==> src/cscan_pkg.sv <==
`default_nettype none

package cscan_pkg;

  // track numbers are carried at the full field width
  localparam int unsigned TRACK_BITS = 16;
  localparam int unsigned PEND_BITS  = 5;
  localparam int unsigned CFG_IDX_W  = 2;
  localparam int unsigned CFG_DATA_W = 17;

  // configuration register indexes
  localparam logic [CFG_IDX_W-1:0] CFG_DIRECTION   = 2'd0;
  localparam logic [CFG_IDX_W-1:0] CFG_MAX_TRACKS  = 2'd1;
  localparam logic [CFG_IDX_W-1:0] CFG_START_TRACK = 2'd2;

  // command codes
  localparam logic CMD_ADD   = 1'b0;
  localparam logic CMD_SERVE = 1'b1;

  // sweep direction codes
  localparam logic DIR_UP   = 1'b0;
  localparam logic DIR_DOWN = 1'b1;

  typedef enum logic [1:0] {
    ST_ADDED  = 2'd0,
    ST_SERVED = 2'd1,
    ST_EMPTY  = 2'd2,
    ST_FULL   = 2'd3
  } status_t;

  typedef struct packed {
    logic                  cmd;
    logic [TRACK_BITS-1:0] track;
  } req_t;

  typedef struct packed {
    status_t               status;
    logic [TRACK_BITS-1:0] served_track;
    logic [TRACK_BITS-1:0] seek_distance;
    logic [31:0]           total_seek;
    logic [31:0]           served_total;
    logic [PEND_BITS-1:0]  pending;
  } rsp_t;

endpackage

`default_nettype wire

==> src/cscan_ram.sv <==
`default_nettype none

module cscan_ram #(
  parameter int unsigned WIDTH = 16,
  parameter int unsigned DEPTH = 16,
  parameter int unsigned AW    = (DEPTH > 1) ? $clog2(DEPTH) : 1
) (
  input  wire logic             clk,
  input  wire logic             we,
  input  wire logic [AW-1:0]    waddr,
  input  wire logic [WIDTH-1:0] wdata,
  input  wire logic [AW-1:0]    raddr,
  output logic      [WIDTH-1:0] rdata
);

  logic [WIDTH-1:0] mem [DEPTH];

  // one write port, one registered read port
  always_ff @(posedge clk) begin
    if (we) begin
      mem[waddr] <= wdata;
    end
    rdata <= mem[raddr];
  end

endmodule

`default_nettype wire

==> src/cscan_disk_request_scheduler.sv <==
// C-SCAN disk request scheduler.
// Input channel (in_valid / in_stall / in_data): each transaction is an add
// (append a track to the request store) or a serve (choose, remove and report
// the next track). Every input transaction gives exactly one result on the
// output channel (out_valid / out_stall / out_data).
// Steps: an add, or a serve on an empty store, goes from idle to the done state
// and then into the output register. A serve scans the N entries of the current
// batch (one store entry read and compared per cycle through the single read
// port), then moves K entries down to close the gap (one per cycle), then
// updates the head and totals before the done state. One transaction is in
// work at a time; in_stall is high from accept until its result is loaded
// into the output register.
// The output register holds one finished result; a new input transaction may
// be accepted while it waits. When the receiver stalls, the result holds and
// a finished item waits in its last step until the register frees up.
// Reset (rst_n low, synchronous) empties the store, clears the totals, the
// batch and the head, and sets the sweep direction to increasing tracks.
// Configuration writes (cfg_we, cfg_index, cfg_data) are to be made only while idle.
`default_nettype none

module cscan_disk_request_scheduler #(
  parameter int unsigned BUFFER_DEPTH = 16
) (
  input  wire logic                                clk,
  input  wire logic                                rst_n,
  input  wire logic                                in_valid,
  output logic                                     in_stall,
  input  wire cscan_pkg::req_t                     in_data,
  output logic                                     out_valid,
  input  wire logic                                out_stall,
  output cscan_pkg::rsp_t                          out_data,
  input  wire logic                                cfg_we,
  input  wire logic [cscan_pkg::CFG_IDX_W-1:0]     cfg_index,
  input  wire logic [cscan_pkg::CFG_DATA_W-1:0]    cfg_data
);

  localparam int unsigned TW    = cscan_pkg::TRACK_BITS;
  localparam int unsigned IDX_W = (BUFFER_DEPTH > 1) ? $clog2(BUFFER_DEPTH) : 1;
  localparam int unsigned CNT_W = $clog2(BUFFER_DEPTH + 1);
  localparam logic [CNT_W-1:0] DEPTH_C = CNT_W'(BUFFER_DEPTH);

  typedef enum logic [4:0] {
    S_IDLE   = 5'b00001,
    S_SCAN   = 5'b00010,
    S_MOVE   = 5'b00100,
    S_UPDATE = 5'b01000,
    S_DONE   = 5'b10000
  } state_t;

  // control state
  state_t           state_r, state_nxt;
  logic             dir_r;
  logic [TW-1:0]    head_r, head_nxt;
  logic [CNT_W-1:0] fill_r, fill_nxt;
  logic [CNT_W-1:0] batch_r, batch_nxt;
  logic [31:0]      total_r, total_nxt;
  logic [31:0]      count_r, count_nxt;
  logic [CNT_W-1:0] iss_r, iss_nxt;
  logic             rd_vld_r, rd_vld_nxt;
  logic             out_valid_r, out_valid_nxt;

  // scan candidates and payload
  logic [IDX_W-1:0] rd_idx_r, rd_idx_nxt;
  logic             eq_hit_r, eq_hit_nxt;
  logic [IDX_W-1:0] eq_idx_r, eq_idx_nxt;
  logic             fwd_hit_r, fwd_hit_nxt;
  logic [IDX_W-1:0] fwd_idx_r, fwd_idx_nxt;
  logic [TW-1:0]    fwd_dist_r, fwd_dist_nxt;
  logic [TW-1:0]    fwd_trk_r, fwd_trk_nxt;
  logic             wrp_hit_r, wrp_hit_nxt;
  logic [IDX_W-1:0] wrp_idx_r, wrp_idx_nxt;
  logic [TW-1:0]    wrp_trk_r, wrp_trk_nxt;
  logic [IDX_W-1:0] sel_idx_r, sel_idx_nxt;
  logic [TW-1:0]    sel_trk_r, sel_trk_nxt;
  cscan_pkg::status_t res_status_r, res_status_nxt;
  logic [TW-1:0]    res_trk_r, res_trk_nxt;
  logic [TW-1:0]    res_seek_r, res_seek_nxt;
  cscan_pkg::rsp_t  out_data_r, out_data_nxt;

  // memory port
  logic             ram_we;
  logic [IDX_W-1:0] ram_waddr;
  logic [TW-1:0]    ram_wdata;
  logic [IDX_W-1:0] ram_raddr;
  logic [TW-1:0]    ram_rdata;

  // shared distance unit
  logic [TW-1:0] abs_a;
  logic          abs_gt;
  logic [TW-1:0] abs_big, abs_small, abs_d;

  logic          in_acc;
  logic          out_free;
  logic          is_eq, ahead, wrap_better;
  logic [32:0]   sum_w;

  cscan_ram #(
    .WIDTH (TW),
    .DEPTH (BUFFER_DEPTH)
  ) u_store (
    .clk   (clk),
    .we    (ram_we),
    .waddr (ram_waddr),
    .wdata (ram_wdata),
    .raddr (ram_raddr),
    .rdata (ram_rdata)
  );

  assign in_stall  = (state_r != S_IDLE);
  assign in_acc    = in_valid && !in_stall;
  assign out_free  = !out_valid_r || !out_stall;
  assign out_valid = out_valid_r;
  assign out_data  = out_data_r;

  // absolute distance from the head: scanned entry, or the chosen track later
  assign abs_a     = (state_r == S_SCAN) ? ram_rdata : sel_trk_r;
  assign abs_gt    = abs_a > head_r;
  assign abs_big   = abs_gt ? abs_a : head_r;
  assign abs_small = abs_gt ? head_r : abs_a;
  assign abs_d     = abs_big - abs_small;

  // classification of the entry being scanned
  assign is_eq       = (ram_rdata == head_r);
  assign ahead       = (dir_r == cscan_pkg::DIR_DOWN) ? (ram_rdata < head_r) : abs_gt;
  assign wrap_better = (dir_r == cscan_pkg::DIR_DOWN) ? (ram_rdata > wrp_trk_r)
                                                     : (ram_rdata < wrp_trk_r);

  // saturating seek total
  assign sum_w = {1'b0, total_r} + 33'(abs_d);

  always_comb begin
    state_nxt      = state_r;
    head_nxt       = head_r;
    fill_nxt       = fill_r;
    batch_nxt      = batch_r;
    total_nxt      = total_r;
    count_nxt      = count_r;
    iss_nxt        = iss_r;
    rd_vld_nxt     = 1'b0;
    rd_idx_nxt     = iss_r[IDX_W-1:0];
    out_valid_nxt  = out_valid_r && out_stall;
    eq_hit_nxt     = eq_hit_r;
    eq_idx_nxt     = eq_idx_r;
    fwd_hit_nxt    = fwd_hit_r;
    fwd_idx_nxt    = fwd_idx_r;
    fwd_dist_nxt   = fwd_dist_r;
    fwd_trk_nxt    = fwd_trk_r;
    wrp_hit_nxt    = wrp_hit_r;
    wrp_idx_nxt    = wrp_idx_r;
    wrp_trk_nxt    = wrp_trk_r;
    sel_idx_nxt    = sel_idx_r;
    sel_trk_nxt    = sel_trk_r;
    res_status_nxt = res_status_r;
    res_trk_nxt    = res_trk_r;
    res_seek_nxt   = res_seek_r;
    out_data_nxt   = out_data_r;
    ram_we         = 1'b0;
    ram_waddr      = fill_r[IDX_W-1:0];
    ram_wdata      = in_data.track;
    ram_raddr      = iss_r[IDX_W-1:0];

    case (state_r)
      S_IDLE: begin
        if (in_acc) begin
          res_trk_nxt  = '0;
          res_seek_nxt = '0;
          if (in_data.cmd == cscan_pkg::CMD_ADD) begin
            if (fill_r >= DEPTH_C) begin
              res_status_nxt = cscan_pkg::ST_FULL;
            end else begin
              ram_we         = 1'b1;
              fill_nxt       = fill_r + 1'b1;
              res_status_nxt = cscan_pkg::ST_ADDED;
            end
            state_nxt = S_DONE;
          end else if (fill_r == '0) begin
            res_status_nxt = cscan_pkg::ST_EMPTY;
            state_nxt      = S_DONE;
          end else begin
            // a spent batch takes in every entry held now
            if (batch_r == '0 || batch_r > fill_r) begin
              batch_nxt = fill_r;
            end
            iss_nxt     = '0;
            eq_hit_nxt  = 1'b0;
            fwd_hit_nxt = 1'b0;
            wrp_hit_nxt = 1'b0;
            state_nxt   = S_SCAN;
          end
        end
      end

      S_SCAN: begin
        // issue one read per cycle over the batch
        if (iss_r < batch_r) begin
          rd_vld_nxt = 1'b1;
          iss_nxt    = iss_r + 1'b1;
        end
        if (rd_vld_r) begin
          if (is_eq) begin
            if (!eq_hit_r) begin
              eq_hit_nxt = 1'b1;
              eq_idx_nxt = rd_idx_r;
            end
          end else if (ahead) begin
            if (!fwd_hit_r || abs_d < fwd_dist_r) begin
              fwd_hit_nxt  = 1'b1;
              fwd_idx_nxt  = rd_idx_r;
              fwd_dist_nxt = abs_d;
              fwd_trk_nxt  = ram_rdata;
            end
          end else begin
            if (!wrp_hit_r || wrap_better) begin
              wrp_hit_nxt = 1'b1;
              wrp_idx_nxt = rd_idx_r;
              wrp_trk_nxt = ram_rdata;
            end
          end
          // last batch entry compared: settle the choice
          if (CNT_W'(rd_idx_r) == batch_r - 1'b1) begin
            if (eq_hit_nxt) begin
              sel_idx_nxt = eq_idx_nxt;
              sel_trk_nxt = head_r;
            end else if (fwd_hit_nxt) begin
              sel_idx_nxt = fwd_idx_nxt;
              sel_trk_nxt = fwd_trk_nxt;
            end else begin
              sel_idx_nxt = wrp_idx_nxt;
              sel_trk_nxt = wrp_trk_nxt;
            end
            rd_vld_nxt = 1'b0;
            iss_nxt    = CNT_W'(sel_idx_nxt) + 1'b1;
            state_nxt  = S_MOVE;
          end
        end
      end

      S_MOVE: begin
        // shift entries above the chosen one down by one place
        if (iss_r < fill_r) begin
          rd_vld_nxt = 1'b1;
          iss_nxt    = iss_r + 1'b1;
        end
        if (rd_vld_r) begin
          ram_we    = 1'b1;
          ram_waddr = rd_idx_r - 1'b1;
          ram_wdata = ram_rdata;
        end
        if (iss_r >= fill_r && !rd_vld_r) begin
          state_nxt = S_UPDATE;
        end
      end

      S_UPDATE: begin
        res_status_nxt = cscan_pkg::ST_SERVED;
        res_trk_nxt    = sel_trk_r;
        res_seek_nxt   = abs_d;
        total_nxt      = sum_w[32] ? '1 : sum_w[31:0];
        if (count_r != '1) begin
          count_nxt = count_r + 1'b1;
        end
        fill_nxt  = fill_r - 1'b1;
        batch_nxt = batch_r - 1'b1;
        head_nxt  = sel_trk_r;
        state_nxt = S_DONE;
      end

      S_DONE: begin
        if (out_free) begin
          out_valid_nxt              = 1'b1;
          out_data_nxt.status        = res_status_r;
          out_data_nxt.served_track  = res_trk_r;
          out_data_nxt.seek_distance = res_seek_r;
          out_data_nxt.total_seek    = total_r;
          out_data_nxt.served_total  = count_r;
          out_data_nxt.pending       = cscan_pkg::PEND_BITS'(fill_r);
          state_nxt                  = S_IDLE;
        end
      end

      default: begin
        state_nxt = S_IDLE;
      end
    endcase

    // start position loads the head until the first serve
    if (cfg_we && cfg_index == cscan_pkg::CFG_START_TRACK && count_r == '0) begin
      head_nxt = cfg_data[TW-1:0];
    end
  end

  // control registers
  always_ff @(posedge clk) begin
    if (!rst_n) begin
      state_r     <= S_IDLE;
      dir_r       <= cscan_pkg::DIR_UP;
      head_r      <= '0;
      fill_r      <= '0;
      batch_r     <= '0;
      total_r     <= '0;
      count_r     <= '0;
      iss_r       <= '0;
      rd_vld_r    <= 1'b0;
      out_valid_r <= 1'b0;
    end else begin
      state_r     <= state_nxt;
      head_r      <= head_nxt;
      fill_r      <= fill_nxt;
      batch_r     <= batch_nxt;
      total_r     <= total_nxt;
      count_r     <= count_nxt;
      iss_r       <= iss_nxt;
      rd_vld_r    <= rd_vld_nxt;
      out_valid_r <= out_valid_nxt;
      // disk size is held outside; it does not change any choice or distance
      if (cfg_we && cfg_index == cscan_pkg::CFG_DIRECTION) begin
        dir_r <= cfg_data[0];
      end
    end
  end

  // payload registers
  always_ff @(posedge clk) begin
    rd_idx_r     <= rd_idx_nxt;
    eq_hit_r     <= eq_hit_nxt;
    eq_idx_r     <= eq_idx_nxt;
    fwd_hit_r    <= fwd_hit_nxt;
    fwd_idx_r    <= fwd_idx_nxt;
    fwd_dist_r   <= fwd_dist_nxt;
    fwd_trk_r    <= fwd_trk_nxt;
    wrp_hit_r    <= wrp_hit_nxt;
    wrp_idx_r    <= wrp_idx_nxt;
    wrp_trk_r    <= wrp_trk_nxt;
    sel_idx_r    <= sel_idx_nxt;
    sel_trk_r    <= sel_trk_nxt;
    res_status_r <= res_status_nxt;
    res_trk_r    <= res_trk_nxt;
    res_seek_r   <= res_seek_nxt;
    out_data_r   <= out_data_nxt;
  end

endmodule

`default_nettype wire
==> config.mk <==
export PLATFORM = sky130hd
export DESIGN_NAME = cscan_disk_request_scheduler
export DESIGN_NICKNAME = d
export VERILOG_FILES = /design/src/cscan_pkg.sv /design/src/cscan_ram.sv /design/src/cscan_disk_request_scheduler.sv
export SDC_FILE = /design/constraint.sdc
export NUM_CORES = 1
export LEC_CHECK = 0
export ABC_CLOCK_PERIOD_IN_PS = 7700
export BUFFER_PORTS_ARGS = -buffer_cell sky130_fd_sc_hd__buf_2
export CELL_PAD_IN_SITES_DETAIL_PLACEMENT = 1
export CELL_PAD_IN_SITES_GLOBAL_PLACEMENT = 1
export CORE_MARGIN = 8
export CORE_UTILIZATION = 46
export CTS_CLUSTER_DIAMETER = 200
export DETAILED_ROUTE_END_ITERATION = 10
export GPL_TIMING_DRIVEN = 0
export PLACE_DENSITY = 0.76
export SLEW_MARGIN = 20
export SYNTH_ARGS = -nofsm -noshare
export SYNTH_HDL_FRONTEND = slang
export SYNTH_SLANG_ARGS = --single-unit
==> constraint.sdc <==
create_clock -name clk -period 7.7 [get_ports clk]
set_input_delay 1.54 -clock clk [delete_from_list [all_inputs] [get_ports clk]]
set_output_delay 1.54 -clock clk [all_outputs]
set_load 0.02 [all_outputs]
==> results of run 1 <==
[what timing repair did]
| action | CTS | global route |
|---|---|---|
| endpoints found under the setup margin | 89 | 60 |
| pin swaps | 3 | 9 |
| resized for setup | 12 | 40 |
| setup buffers | 4 | 2 |
[state kept, by name (all words and copies together), names as in the netlist, 32 cells and up]
name / cells
count_r: 32
out_data: 103
total_r: 32
u_store.mem: 256
[per-layer routing]
layer	vias up	track usage	part of all wire
li1	7922	-	-
met1	8828	0.257	0.40
met2	430	0.395	0.52
met3	138	0.0336	0.044
met4	0	0.0718	0.031
met5	-	0	0
[worst paths after layout]
| path | cells past startpoint | slack, ns | end | start |
|---|---|---|---|---|
| setup / recovery | 36 | 0.26 | iss_r[2]$_SDFFE_PN0P_ | state_r[2]$_SDFFE_PN0P_ |
| hold / removal | 0 | 0.38 | rd_idx_r[0]$_DFF_P_ | iss_r[0]$_SDFFE_PN0P_ |
| setup reg to reg | 36 | 0.26 | iss_r[2]$_SDFFE_PN0P_ | state_r[2]$_SDFFE_PN0P_ |
| hold reg to reg | 0 | 0.38 | rd_idx_r[0]$_DFF_P_ | iss_r[0]$_SDFFE_PN0P_ |
[kinds of logic after synthesis]
family,Yosys count
AO/OA/AOI/OAI,350
buffers and inverters,178
AND/OR/NAND/NOR,542
XOR/XNOR,73
flip-flops,595
adder cells (fa/ha/maj),106
multiplexers,137
[stage by stage]
| step | hold slack, ns | std cells | area, um^2 | util |
|---|---|---|---|---|
| 2_1_floorplan | 0.354 | 1981 | 26700 | - |
| 3_3_place_gp | 0.363 | 2890 | 28300 | 0.493 |
| 3_5_place_dp | 0.368 | 2908 | 28800 | 0.500 |
| 4_1_cts | 0.376 | 3027 | 30900 | 0.537 |
| 5_1_grt | 0.400 | 3029 | 31100 | 0.541 |
| 6_report | 0.382 | 3029 | 31100 | 0.541 |
[layout make-up]
type                    instances  area [um^2]  share of cell area
flip-flops and latches        595        16600               0.536
multi-input cells            1208         9590               0.309
clock buffers                  88         1760              0.0567
repair buffers                168         1070              0.0346
well taps                     765          957              0.0308
plain buffers                  82          397              0.0128
inverters                      96          360              0.0116
clock inverters                27          290             0.00934
[power groups by stage]
stage,combinational [W],sequential [W],clock [W]
2_1_floorplan,0.000326,0.00364,0
3_3_place_gp,0.000476,0.00365,0
3_5_place_dp,0.000518,0.00364,0
4_1_cts,0.000531,0.00357,0.00307
5_1_grt,0.000585,0.00358,0.00318
6_report,0.000538,0.00357,0.00302
[synthesized netlist by cell type (7+ instances only)]
cell                       instances  area share
sky130_fd_sc_hd__and4_1            8      0.0026
sky130_fd_sc_hd__ha_1            104       0.049
sky130_fd_sc_hd__nand3_1          42      0.0079
sky130_fd_sc_hd__o21a_1           14      0.0039
sky130_fd_sc_hd__a21oi_1         106       0.020
sky130_fd_sc_hd__nor2_1          127       0.018
sky130_fd_sc_hd__or4_1             7      0.0020
sky130_fd_sc_hd__mux2_2           25       0.011
sky130_fd_sc_hd__nor2b_1          10      0.0023
sky130_fd_sc_hd__nand2b_1         10      0.0023
sky130_fd_sc_hd__and2_1           39      0.0091
sky130_fd_sc_hd__buf_1             7     0.00099
sky130_fd_sc_hd__inv_1            95       0.013
sky130_fd_sc_hd__nor4_1            9      0.0021
sky130_fd_sc_hd__or3_1             8      0.0019
sky130_fd_sc_hd__o21ai_0          88       0.017
sky130_fd_sc_hd__a211oi_1         26      0.0073
sky130_fd_sc_hd__clkbuf_1         60      0.0084
sky130_fd_sc_hd__nor3_1           24      0.0045
sky130_fd_sc_hd__or2_2            10      0.0023
sky130_fd_sc_hd__nand3b_1          7      0.0020
sky130_fd_sc_hd__o22ai_1           7      0.0016
sky130_fd_sc_hd__xnor2_1          39       0.013
sky130_fd_sc_hd__xor2_1           34       0.011
sky130_fd_sc_hd__buf_2             7      0.0013
sky130_fd_sc_hd__mux2i_1          31       0.012
sky130_fd_sc_hd__a21o_1           23      0.0065
sky130_fd_sc_hd__dfxtp_1         123       0.092
sky130_fd_sc_hd__a31oi_1          13      0.0030
sky130_fd_sc_hd__edfxtp_1        472        0.53
sky130_fd_sc_hd__and3_1           14      0.0033
sky130_fd_sc_hd__mux4_2           80       0.068
sky130_fd_sc_hd__nand2_1         182       0.026
sky130_fd_sc_hd__nand4_1          23      0.0054
==> flow_summary.html, run 1 <==
<table>
<tr><th>Metric</th><th>Value</th></tr>
<tr><th colspan="2">Worst setup path</th></tr>
<tr><td>Kind of launch point of the worst setup path</td><td>flip-flop</td></tr>
<tr><td>Crit path arrival time</td><td>around 8 ns</td></tr>
<tr><td>CP Capture Type</td><td>flip-flop</td></tr>
<tr><td>Largest fanout on the critical path</td><td>10</td></tr>
<tr><td>CP Buf/Inv Count</td><td>7</td></tr>
<tr><td>Req. time, crit path</td><td>roughly 8.3 ns</td></tr>
<tr><td>Most common cell on crit path</td><td>sky130_fd_sc_hd__ha_1</td></tr>
<tr><td>Critical path type</td><td>reg -&gt; reg</td></tr>
<tr><td>Slowest stage cell, crit path</td><td>sky130_fd_sc_hd__or4_1</td></tr>
<tr><td>Family of cells with the greatest summed delay on the critical path</td><td>compound AO/OA/AOI/OAI gates</td></tr>
<tr><td>Max incr delay on CP</td><td>0.56 ns</td></tr>
<tr><th colspan="2">Power and ir drop</th></tr>
<tr><td>Sw frac</td><td>0.228</td></tr>
<tr><td>Cell leakage power</td><td>between 10 and 15 nW</td></tr>
<tr><td>Overall power consumption</td><td>0.00714 W</td></tr>
<tr><td>Peak supply drop</td><td>roughly 200 uV</td></tr>
<tr><td>Combinational share of power</td><td>0.075</td></tr>
<tr><td>Proportion of power drawn by flip-flops and latches</td><td>0.501</td></tr>
<tr><td>P per Cell Area</td><td>between 200 and 250 nW/um^2</td></tr>
<tr><td>Relative contribution of the clock network to total power</td><td>0.424</td></tr>
<tr><td>Cell internal power dissipation</td><td>around 0.0055 W</td></tr>
<tr><td>Switching power total</td><td>0.00163 W</td></tr>
<tr><th colspan="2">Routing</th></tr>
<tr><td>Vias after detailed routing</td><td>between 15k and 20k</td></tr>
<tr><td>Wire length after detailed routing</td><td>between 70000 and 80000 um</td></tr>
<tr><td>Number of nets with antenna violations after detailed routing</td><td>0</td></tr>
<tr><td>DRT Pass-1 Iters</td><td>5</td></tr>
<tr><td>DRC Markers</td><td>0</td></tr>
<tr><td>Average wire per cell in the routed design</td><td>roughly 24 um</td></tr>
<tr><td>Vias per Instance</td><td>around 5.7</td></tr>
<tr><td>Violation count after the first detailed-route iteration</td><td>1070</td></tr>
<tr><th colspan="2">Global routing</th></tr>
<tr><td>All-layer global routing usage</td><td>0.216</td></tr>
<tr><td>Via count of the first global-routing pass</td><td>around 19k</td></tr>
<tr><td>Remaining global-route overflow</td><td>0</td></tr>
<tr><td>First-pass GRT wire length</td><td>between 100000 and 150000 um</td></tr>
<tr><td>Antenna violations before repair</td><td>0</td></tr>
<tr><td>Maximum number of pins on one net before global-route repair</td><td>28</td></tr>
<tr><th colspan="2">Yosys</th></tr>
<tr><td>Share of synthesized cell area in full adder, half adder and majority cells</td><td>0.0503</td></tr>
<tr><td>Largest family of logic cells by synthesized area</td><td>simple AND/OR/NAND/NOR gates</td></tr>
<tr><td>Share of async-settable or async-resettable flops after synthesis</td><td>0</td></tr>
<tr><td>Simple logic cell fraction of the synthesized area</td><td>0.0999</td></tr>
<tr><td>Average cell area after synthesis</td><td>approximately 13 um^2</td></tr>
<tr><td>Distinct cell type count after synthesis</td><td>89</td></tr>
<tr><td>Most used flip-flop cell after synthesis</td><td>sky130_fd_sc_hd__edfxtp_1</td></tr>
<tr><td>Proportion of synthesized chip area in sequential cells</td><td>0.624</td></tr>
<tr><td>Cells after synthesis</td><td>1981</td></tr>
<tr><td>Count of state elements after synthesis</td><td>~600</td></tr>
<tr><td>Fraction of synthesized cell area in xor and xnor cells</td><td>0.0240</td></tr>
<tr><td>Synthesized Nets</td><td>2128</td></tr>
<tr><td>Cell Area, Synth</td><td>26700 um^2</td></tr>
<tr><td>Number of flops mapped to enable cells by yosys</td><td>472</td></tr>
<tr><td>Multiplexer share of the synthesized area</td><td>0.0902</td></tr>
<tr><td>Total of warnings raised by yosys</td><td>0</td></tr>
<tr><td>Area fraction in compound gates after synthesis</td><td>0.0850</td></tr>
<tr><th colspan="2">Layout</th></tr>
<tr><td>Area growth syn-to-layout</td><td>16.5%</td></tr>
<tr><td>Most used cells in the layout excluding fill and tap cells</td><td>472 x sky130_fd_sc_hd__edfxtp_1, 179 x sky130_fd_sc_hd__nand2_1, 150 x sky130_fd_sc_hd__buf_2, 121 x sky130_fd_sc_hd__dfxtp_1, 109 x sky130_fd_sc_hd__nor2_1</td></tr>
<tr><td>Count of inserted antenna diode cells</td><td>0</td></tr>
<tr><td>Share of final-layout standard cells stronger than drive strength 1</td><td>0.208</td></tr>
<tr><td>Leading cell type in the layout, fill and taps excluded</td><td>sky130_fd_sc_hd__edfxtp_1</td></tr>
<tr><td>Number of inserted filler cells in the final layout</td><td>between 5k and 6k</td></tr>
<tr><td>Nets</td><td>about 2.4k</td></tr>
<tr><th colspan="2">Floorplanning</th></tr>
<tr><td>Core area</td><td>roughly 57000 um^2</td></tr>
<tr><td>Die Outline Area</td><td>roughly 66000 um^2</td></tr>
<tr><td>Initial cell density of the core</td><td>0.464</td></tr>
<tr><td>Die Y-Extent</td><td>257 um</td></tr>
<tr><td>Die W</td><td>approximately 260 um</td></tr>
<tr><td>Top-Level Pins</td><td>roughly 150</td></tr>
<tr><td>Num rows</td><td>between 80 and 90</td></tr>
<tr><th colspan="2">Place</th></tr>
<tr><td>Routability cong.</td><td>around 0.91</td></tr>
<tr><td>HPWL after detailed placement</td><td>53200 um</td></tr>
<tr><td>DP Worst Slack</td><td>-1.50 ns</td></tr>
<tr><td>I/O Buffers</td><td>144</td></tr>
<tr><th colspan="2">Clocking</th></tr>
<tr><td>Clk pin slew, worst setup/hold paths</td><td>~0.060 ns</td></tr>
<tr><td>Level count of the clock H-tree</td><td>2</td></tr>
<tr><td>Clock tree root buffer cell</td><td>sky130_fd_sc_hd__clkbuf_16</td></tr>
<tr><td>Post-CTS Hold Buffers</td><td>0</td></tr>
<tr><td>Number of sinks driven by the clock tree</td><td>a little under 600</td></tr>
<tr><td>Clock latency reported for the late side of the worst-skew pair</td><td>0.63 ns</td></tr>
<tr><td>Max clock buf depth</td><td>3</td></tr>
<tr><td>TritonCTS clock tree</td><td>built</td></tr>
<tr><td>Total CTS buffers</td><td>61</td></tr>
<tr><th colspan="2">Worst hold path</th></tr>
<tr><td>Worst min path class</td><td>reg -&gt; reg</td></tr>
<tr><th colspan="2">Flow run</th></tr>
<tr><td>Number of maximum-capacitance violations</td><td>0</td></tr>
<tr><th colspan="2">Timing</th></tr>
<tr><td>Tightest slew margin relative to the limit</td><td>0.248</td></tr>
<tr><td>Post-route clock period utilization</td><td>0.967</td></tr>
<tr><td>Fmax</td><td>around 130 MHz</td></tr>
<tr><td>Transition at the pin with the smallest max-transition slack</td><td>~1.1 ns</td></tr>
<tr><td>Total negative setup slack</td><td>0 ns</td></tr>
<tr><td>Number of max-slew violations in the final report</td><td>0</td></tr>
<tr><td>Finish-stage setup viols</td><td>0</td></tr>
<tr><td>Fin. Hold Viols</td><td>0</td></tr>
<tr><td>Final period demand of the worst path</td><td>about 7.4 ns</td></tr>
<tr><td>Worst setup slack after layout</td><td>about 0.26 ns</td></tr>
<tr><td>Final setup skew</td><td>approximately 0.026 ns</td></tr>
<tr><th colspan="2">Outcome</th></tr>
<tr><td>Run status</td><td>finished clean</td></tr>
</table>
No activity file was read; power rests on OpenSTA's default activity.
==> run 2, diff against run 1 <==
--- a/config.mk
+++ b/config.mk
@@ -5,16 +5,18 @@
 export SDC_FILE = /design/constraint.sdc
 export NUM_CORES = 1
 export LEC_CHECK = 0
+export ABC_AREA = 1
 export ABC_CLOCK_PERIOD_IN_PS = 7700
 export BUFFER_PORTS_ARGS = -buffer_cell sky130_fd_sc_hd__buf_2
 export CELL_PAD_IN_SITES_DETAIL_PLACEMENT = 1
 export CELL_PAD_IN_SITES_GLOBAL_PLACEMENT = 1
 export CORE_MARGIN = 8
 export CORE_UTILIZATION = 46
+export CTS_BUF_LIST = sky130_fd_sc_hd__clkbuf_4
 export CTS_CLUSTER_DIAMETER = 200
 export DETAILED_ROUTE_END_ITERATION = 10
 export GPL_TIMING_DRIVEN = 0
-export PLACE_DENSITY = 0.76
+export PLACE_DENSITY = 0.79
 export SLEW_MARGIN = 20
 export SYNTH_ARGS = -nofsm -noshare
 export SYNTH_HDL_FRONTEND = slang
==> flow_summary.html, run 2 <==
<table>
<tr><th>Metric</th><th>Value</th></tr>
<tr><th colspan="2">Routing</th></tr>
<tr><td>Violation count after the first detailed-route iteration</td><td>1465 (was 1070)</td></tr>
<tr><td>Number of nets with antenna violations after detailed routing</td><td>0 (unchanged)</td></tr>
<tr><td>DRC Markers</td><td>0 (unchanged)</td></tr>
<tr><td>Vias per Instance</td><td>5.72 (about the same)</td></tr>
<tr><td>DRT Pass-1 Iters</td><td>6 (was 5)</td></tr>
<tr><td>Average wire per cell in the routed design</td><td>22.7 um (was 24.1 um)</td></tr>
<tr><td>Wire length after detailed routing</td><td>86900 um (was 73000 um)</td></tr>
<tr><td>Vias after detailed routing</td><td>21.9k (was 17.3k)</td></tr>
<tr><th colspan="2">Yosys</th></tr>
<tr><td>Average cell area after synthesis</td><td>10.5 um^2 (was 13.5 um^2)</td></tr>
<tr><td>Cell Area, Synth</td><td>27300 um^2 (was 26700 um^2)</td></tr>
<tr><td>Cell types with the highest counts after synthesis</td><td>472 x sky130_fd_sc_hd__edfxtp_1, 408 x sky130_fd_sc_hd__nand2_1, 263 x sky130_fd_sc_hd__inv_1 (was 472 x sky130_fd_sc_hd__edfxtp_1, 182 x sky130_fd_sc_hd__nand2_1, 127 x sky130_fd_sc_hd__nor2_1)</td></tr>
<tr><td>Area fraction in compound gates after synthesis</td><td>0.112 (was 0.0850)</td></tr>
<tr><td>Largest area contributor in the netlist</td><td>sky130_fd_sc_hd__edfxtp_1 (unchanged)</td></tr>
<tr><td>Proportion of synthesized chip area in sequential cells</td><td>0.609 (was 0.624)</td></tr>
<tr><td>Cells after synthesis</td><td>2599 (was 1981)</td></tr>
<tr><td>Multiplexer share of the synthesized area</td><td>0.0202 (was 0.0902)</td></tr>
<tr><td>Share of synthesized cell area in full adder, half adder and majority cells</td><td>0.0491 (was 0.0503)</td></tr>
<tr><td>Fraction of synthesized cell area in xor and xnor cells</td><td>0.0148 (was 0.0240)</td></tr>
<tr><td>Distinct cell type count after synthesis</td><td>55 (was 89)</td></tr>
<tr><td>Top cells by area in the synthesized netlist</td><td>sky130_fd_sc_hd__edfxtp_1 52%, sky130_fd_sc_hd__dfxtp_1 9.0%, sky130_fd_sc_hd__nand2_1 5.6%, sky130_fd_sc_hd__ha_1 4.8%, sky130_fd_sc_hd__o21ai_0 4.5% (was sky130_fd_sc_hd__edfxtp_1 53%, sky130_fd_sc_hd__dfxtp_1 9.2%, sky130_fd_sc_hd__mux4_2 6.8%, sky130_fd_sc_hd__ha_1 4.9%, sky130_fd_sc_hd__nand2_1 2.6%)</td></tr>
<tr><td>Most used flip-flop cell after synthesis</td><td>sky130_fd_sc_hd__edfxtp_1 (unchanged)</td></tr>
<tr><td>Fraction of synthesized cell area taken by the top area cell type</td><td>0.519 (was 0.531)</td></tr>
<tr><td>Largest family of logic cells by synthesized area</td><td>simple AND/OR/NAND/NOR gates (unchanged)</td></tr>
<tr><td>Count of state elements after synthesis</td><td>595 (unchanged)</td></tr>
<tr><td>Total of warnings raised by yosys</td><td>0 (unchanged)</td></tr>
<tr><td>Synthesized Nets</td><td>2746 (was 2128)</td></tr>
<tr><td>Most numerous cell in the Yosys netlist</td><td>sky130_fd_sc_hd__edfxtp_1 (unchanged)</td></tr>
<tr><td>Share of async-settable or async-resettable flops after synthesis</td><td>0 (unchanged)</td></tr>
<tr><td>Simple logic cell fraction of the synthesized area</td><td>0.141 (was 0.0999)</td></tr>
<tr><td>Number of flops mapped to enable cells by yosys</td><td>472 (unchanged)</td></tr>
<tr><th colspan="2">Power and ir drop</th></tr>
<tr><td>Cell leakage power</td><td>12.4 nW (was 11.0 nW)</td></tr>
<tr><td>P per Cell Area</td><td>301 nW/um^2 (was 230 nW/um^2)</td></tr>
<tr><td>Overall power consumption</td><td>0.00951 W (was 0.00714 W)</td></tr>
<tr><td>Peak supply drop</td><td>231 uV (was 202 uV)</td></tr>
<tr><th colspan="2">Timing</th></tr>
<tr><td>Finish-stage setup viols</td><td>0 (unchanged)</td></tr>
<tr><td>Number of max-slew violations in the final report</td><td>0 (unchanged)</td></tr>
<tr><td>RSZ-0062 raised after global routing</td><td>no</td></tr>
<tr><td>Final period demand of the worst path</td><td>7.05 ns (was 7.44 ns)</td></tr>
<tr><td>Final setup skew</td><td>0.0671 ns (was 0.0263 ns)</td></tr>
<tr><td>Tightest slew margin relative to the limit</td><td>0.223 (was 0.248)</td></tr>
<tr><td>Fin. Hold Viols</td><td>0 (unchanged)</td></tr>
<tr><td>Post-route clock period utilization</td><td>0.916 (was 0.967)</td></tr>
<tr><td>Fmax</td><td>142 MHz (was 134 MHz)</td></tr>
<tr><td>Transition at the pin with the smallest max-transition slack</td><td>1.16 ns (was 1.13 ns)</td></tr>
<tr><th colspan="2">Place</th></tr>
<tr><td>HPWL after detailed placement</td><td>64500 um (was 53200 um)</td></tr>
<tr><td>I/O Buffers</td><td>143 (was 144)</td></tr>
<tr><td>Routability cong.</td><td>0.882 (was 0.912)</td></tr>
<tr><td>Cell area after placement</td><td>29600 um^2 (was 28800 um^2)</td></tr>
<tr><th colspan="2">Worst setup path</th></tr>
<tr><td>CP Capture Type</td><td>flip-flop (unchanged)</td></tr>
<tr><td>Number of logic stages on the critical path including buffering</td><td>37 (was 36)</td></tr>
<tr><td>Family of cells with the greatest summed delay on the critical path</td><td>simple AND/OR/NAND/NOR gates (was compound AO/OA/AOI/OAI gates)</td></tr>
<tr><td>CP Buf/Inv Count</td><td>10 (was 7)</td></tr>
<tr><td>Req. time, crit path</td><td>8.37 ns (was 8.25 ns)</td></tr>
<tr><td>Crit path arrival time</td><td>7.72 ns (was 7.99 ns)</td></tr>
<tr><td>Max incr delay on CP</td><td>0.51 ns (was 0.56 ns)</td></tr>
<tr><td>Most common cell on crit path</td><td>sky130_fd_sc_hd__nand2_1 (was sky130_fd_sc_hd__ha_1)</td></tr>
<tr><td>Worst Reg2Reg Path Length in Cells</td><td>37 (was 36)</td></tr>
<tr><td>Largest fanout on the critical path</td><td>10 (unchanged)</td></tr>
<tr><td>Kind of launch point of the worst setup path</td><td>flip-flop (unchanged)</td></tr>
<tr><td>Slowest stage cell, crit path</td><td>sky130_fd_sc_hd__nor3_4 (was sky130_fd_sc_hd__or4_1)</td></tr>
<tr><td>Critical path type</td><td>reg -&gt; reg (unchanged)</td></tr>
<tr><th colspan="2">Layout</th></tr>
<tr><td>Area growth syn-to-layout</td><td>15.9% (was 16.5%)</td></tr>
<tr><td>Register ranked first by flip-flop count</td><td>u_store.mem (unchanged)</td></tr>
<tr><td>Summed area of non-filler cells in the final layout</td><td>31600 um^2 (was 31100 um^2)</td></tr>
<tr><td>Total area of sequential cells</td><td>16600 um^2 (about the same)</td></tr>
<tr><td>Most used cells in the layout excluding fill and tap cells</td><td>472 x sky130_fd_sc_hd__edfxtp_1, 408 x sky130_fd_sc_hd__nand2_1, 263 x sky130_fd_sc_hd__inv_1, 238 x sky130_fd_sc_hd__clkbuf_4, 229 x sky130_fd_sc_hd__nor2_1 (was 472 x sky130_fd_sc_hd__edfxtp_1, 179 x sky130_fd_sc_hd__nand2_1, 150 x sky130_fd_sc_hd__buf_2, 121 x sky130_fd_sc_hd__dfxtp_1, 109 x sky130_fd_sc_hd__nor2_1)</td></tr>
<tr><td>Area occupied by multi-input gates</td><td>9300 um^2 (was 9590 um^2)</td></tr>
<tr><td>Leading cell type in the layout, fill and taps excluded</td><td>sky130_fd_sc_hd__edfxtp_1 (unchanged)</td></tr>
<tr><td>Number of inserted filler cells in the final layout</td><td>6576 (was 5710)</td></tr>
<tr><td>Number of flip-flops under the largest register name</td><td>256 (unchanged)</td></tr>
<tr><td>Share of final-layout standard cells stronger than drive strength 1</td><td>0.170 (was 0.208)</td></tr>
<tr><td>Nets</td><td>3084 (was 2359)</td></tr>
<tr><th colspan="2">Clocking</th></tr>
<tr><td>Level count of the clock H-tree</td><td>4 (was 2)</td></tr>
<tr><td>Number of sinks driven by the clock tree</td><td>595 (unchanged)</td></tr>
<tr><td>Clock latency reported for the late side of the worst-skew pair</td><td>0.98 ns (was 0.63 ns)</td></tr>
<tr><td>Max clock buf depth</td><td>3 (unchanged)</td></tr>
<tr><td>Post-CTS Hold Buffers</td><td>0 (unchanged)</td></tr>
<tr><td>Clock tree root buffer cell</td><td>sky130_fd_sc_hd__clkbuf_4 (was sky130_fd_sc_hd__clkbuf_16)</td></tr>
<tr><td>Clk pin slew, worst setup/hold paths</td><td>0.07 ns (was 0.06 ns)</td></tr>
<tr><td>TritonCTS clock tree</td><td>built (unchanged)</td></tr>
<tr><td>Total CTS buffers</td><td>156 (was 61)</td></tr>
<tr><th colspan="2">Worst hold path</th></tr>
<tr><td>Worst min path class</td><td>reg -&gt; reg (unchanged)</td></tr>
<tr><td>Hold Path Cell Cnt</td><td>0 (unchanged)</td></tr>
<tr><th colspan="2">Global routing</th></tr>
<tr><td>Remaining global-route overflow</td><td>0 (unchanged)</td></tr>
<tr><td>First-pass GRT wire length</td><td>134000 um (was 112000 um)</td></tr>
<tr><td>Met2 Use GR</td><td>0.450 (was 0.395)</td></tr>
<tr><td>Met3 routing resource usage after global routing</td><td>0.0555 (was 0.0336)</td></tr>
<tr><td>Routing layer with the top usage in global route</td><td>met2 (unchanged)</td></tr>
<tr><td>Via count of the first global-routing pass</td><td>23.8k (was 18.8k)</td></tr>
<tr><td>Met1 global-route usage</td><td>0.292 (was 0.257)</td></tr>
<tr><td>Antenna violations before repair</td><td>1 (was 0)</td></tr>
<tr><td>All-layer global routing usage</td><td>0.257 (was 0.216)</td></tr>
<tr><td>Maximum number of pins on one net before global-route repair</td><td>25 (was 28)</td></tr>
<tr><th colspan="2">Floorplanning</th></tr>
<tr><td>Core area</td><td>58800 um^2 (was 57500 um^2)</td></tr>
<tr><td>Die Outline Area</td><td>67400 um^2 (was 65900 um^2)</td></tr>
<tr><td>Die Y-Extent</td><td>260 um (was 257 um)</td></tr>
<tr><td>Initial cell density of the core</td><td>0.464 (about the same)</td></tr>
<tr><td>Top-Level Pins</td><td>146 (unchanged)</td></tr>
<tr><td>Num rows</td><td>89 (was 88)</td></tr>
<tr><td>Die W</td><td>260 um (was 257 um)</td></tr>
<tr><th colspan="2">Outcome</th></tr>
<tr><td>Run status</td><td>finished clean (unchanged)</td></tr>
<tr><th colspan="2">Flow run</th></tr>
<tr><td>Number of maximum-capacitance violations</td><td>0 (unchanged)</td></tr>
</table>
[run 2: cell count changes in the layout (fill, tap and decap cells not counted), moves of 26 or more]
cell / before / now
sky130_fd_sc_hd__nand3_1: 42 / 102
sky130_fd_sc_hd__mux2i_1: 27 / 55
sky130_fd_sc_hd__and2_1: 39 / 1
sky130_fd_sc_hd__nand2_1: 179 / 408
sky130_fd_sc_hd__mux4_2: 80 / 0
sky130_fd_sc_hd__nor2_1: 109 / 229
sky130_fd_sc_hd__o21ai_0: 85 / 227
sky130_fd_sc_hd__nor3_1: 22 / 48
sky130_fd_sc_hd__o221ai_1: 1 / 58
sky130_fd_sc_hd__xnor2_1: 38 / 11
sky130_fd_sc_hd__inv_1: 95 / 263
sky130_fd_sc_hd__clkbuf_16: 63 / 0
sky130_fd_sc_hd__o21ai_1: 6 / 35
sky130_fd_sc_hd__clkbuf_4: 0 / 238
[run 2: path summary, 6_finish.rpt]
kind | from | end | slack (ns)
setup / recovery | state_r[2]$_SDFFE_PN0P_ | fwd_dist_r[3]$_DFFE_PP_ | 0.65
setup reg to reg | state_r[2]$_SDFFE_PN0P_ | fwd_dist_r[3]$_DFFE_PP_ | 0.65
hold / removal | res_seek_r[3]$_SDFFCE_PN0P_ | out_data[72]$_DFFE_PP_ | 0.38
hold reg to reg | res_seek_r[3]$_SDFFCE_PN0P_ | out_data[72]$_DFFE_PP_ | 0.38
[run 2: power by group]
group	internal (W)	total [W]	switching, W	leakage, nW
sequential	0.00379	0.00394	0.000154	5.27
clock	0.00151	0.00283	0.00133	1.21
combinational	0.000809	0.00274	0.00193	5.87
total	0.00610	0.00951	0.00341	12.4
[run 2: layout make-up]
class / count / share of cell area
flip-flops and latches: 595 / 0.526
multi-input cells: 1627 / 0.294
clock buffers: 238 / 0.0565
repair buffers: 180 / 0.0389
inverters: 279 / 0.0331
well taps: 773 / 0.0306
plain buffers: 98 / 0.0130
clock inverters: 42 / 0.00826
diodes: 1 / 0.0000791
[run 2: cell families (layout without fill, tap and decap cells)]
logic type / after synthesis / count (layout)
simple gates: 892 / 892
xor+xnor: 46 / 46
mux: 55 / 55
buf+inv: 377 / 837
other cells: 0 / 1
flops: 595 / 595
compound gates: 528 / 528
fa+ha+maj: 106 / 106
[run 2: through the flow]
step | worst slack [ns] | TNS [ns] | std cells | utilization | hold WS, ns
after CTS | 0.441 | 0 | 3832 | 0.538 | 0.374
after floorplan | 0.698 | 0 | 2599 | - | 0.354
final | 0.650 | 0 | 3833 | 0.538 | 0.376
after global placement | -1.39 | -142.88 | 3515 | 0.493 | 0.366
after detailed placement | 0.569 | 0 | 3552 | 0.503 | 0.372
after global routing | 0.174 | 0 | 3833 | 0.538 | 0.381
[run 2: per-layer routing]
metal,routed length (um),share of wire
met5,0,0
met2,44000,0.51
met3,5530,0.064
met4,4020,0.046
met1,33400,0.38
[run 2: repair_timing]
item | 4_1_cts | 5_1_grt
gates resized for setup | 0 | 1
endpoints found under the hold margin | 0 | 0
setup buffers | 0 | 0
setup endpoints to repair | 0 | 5
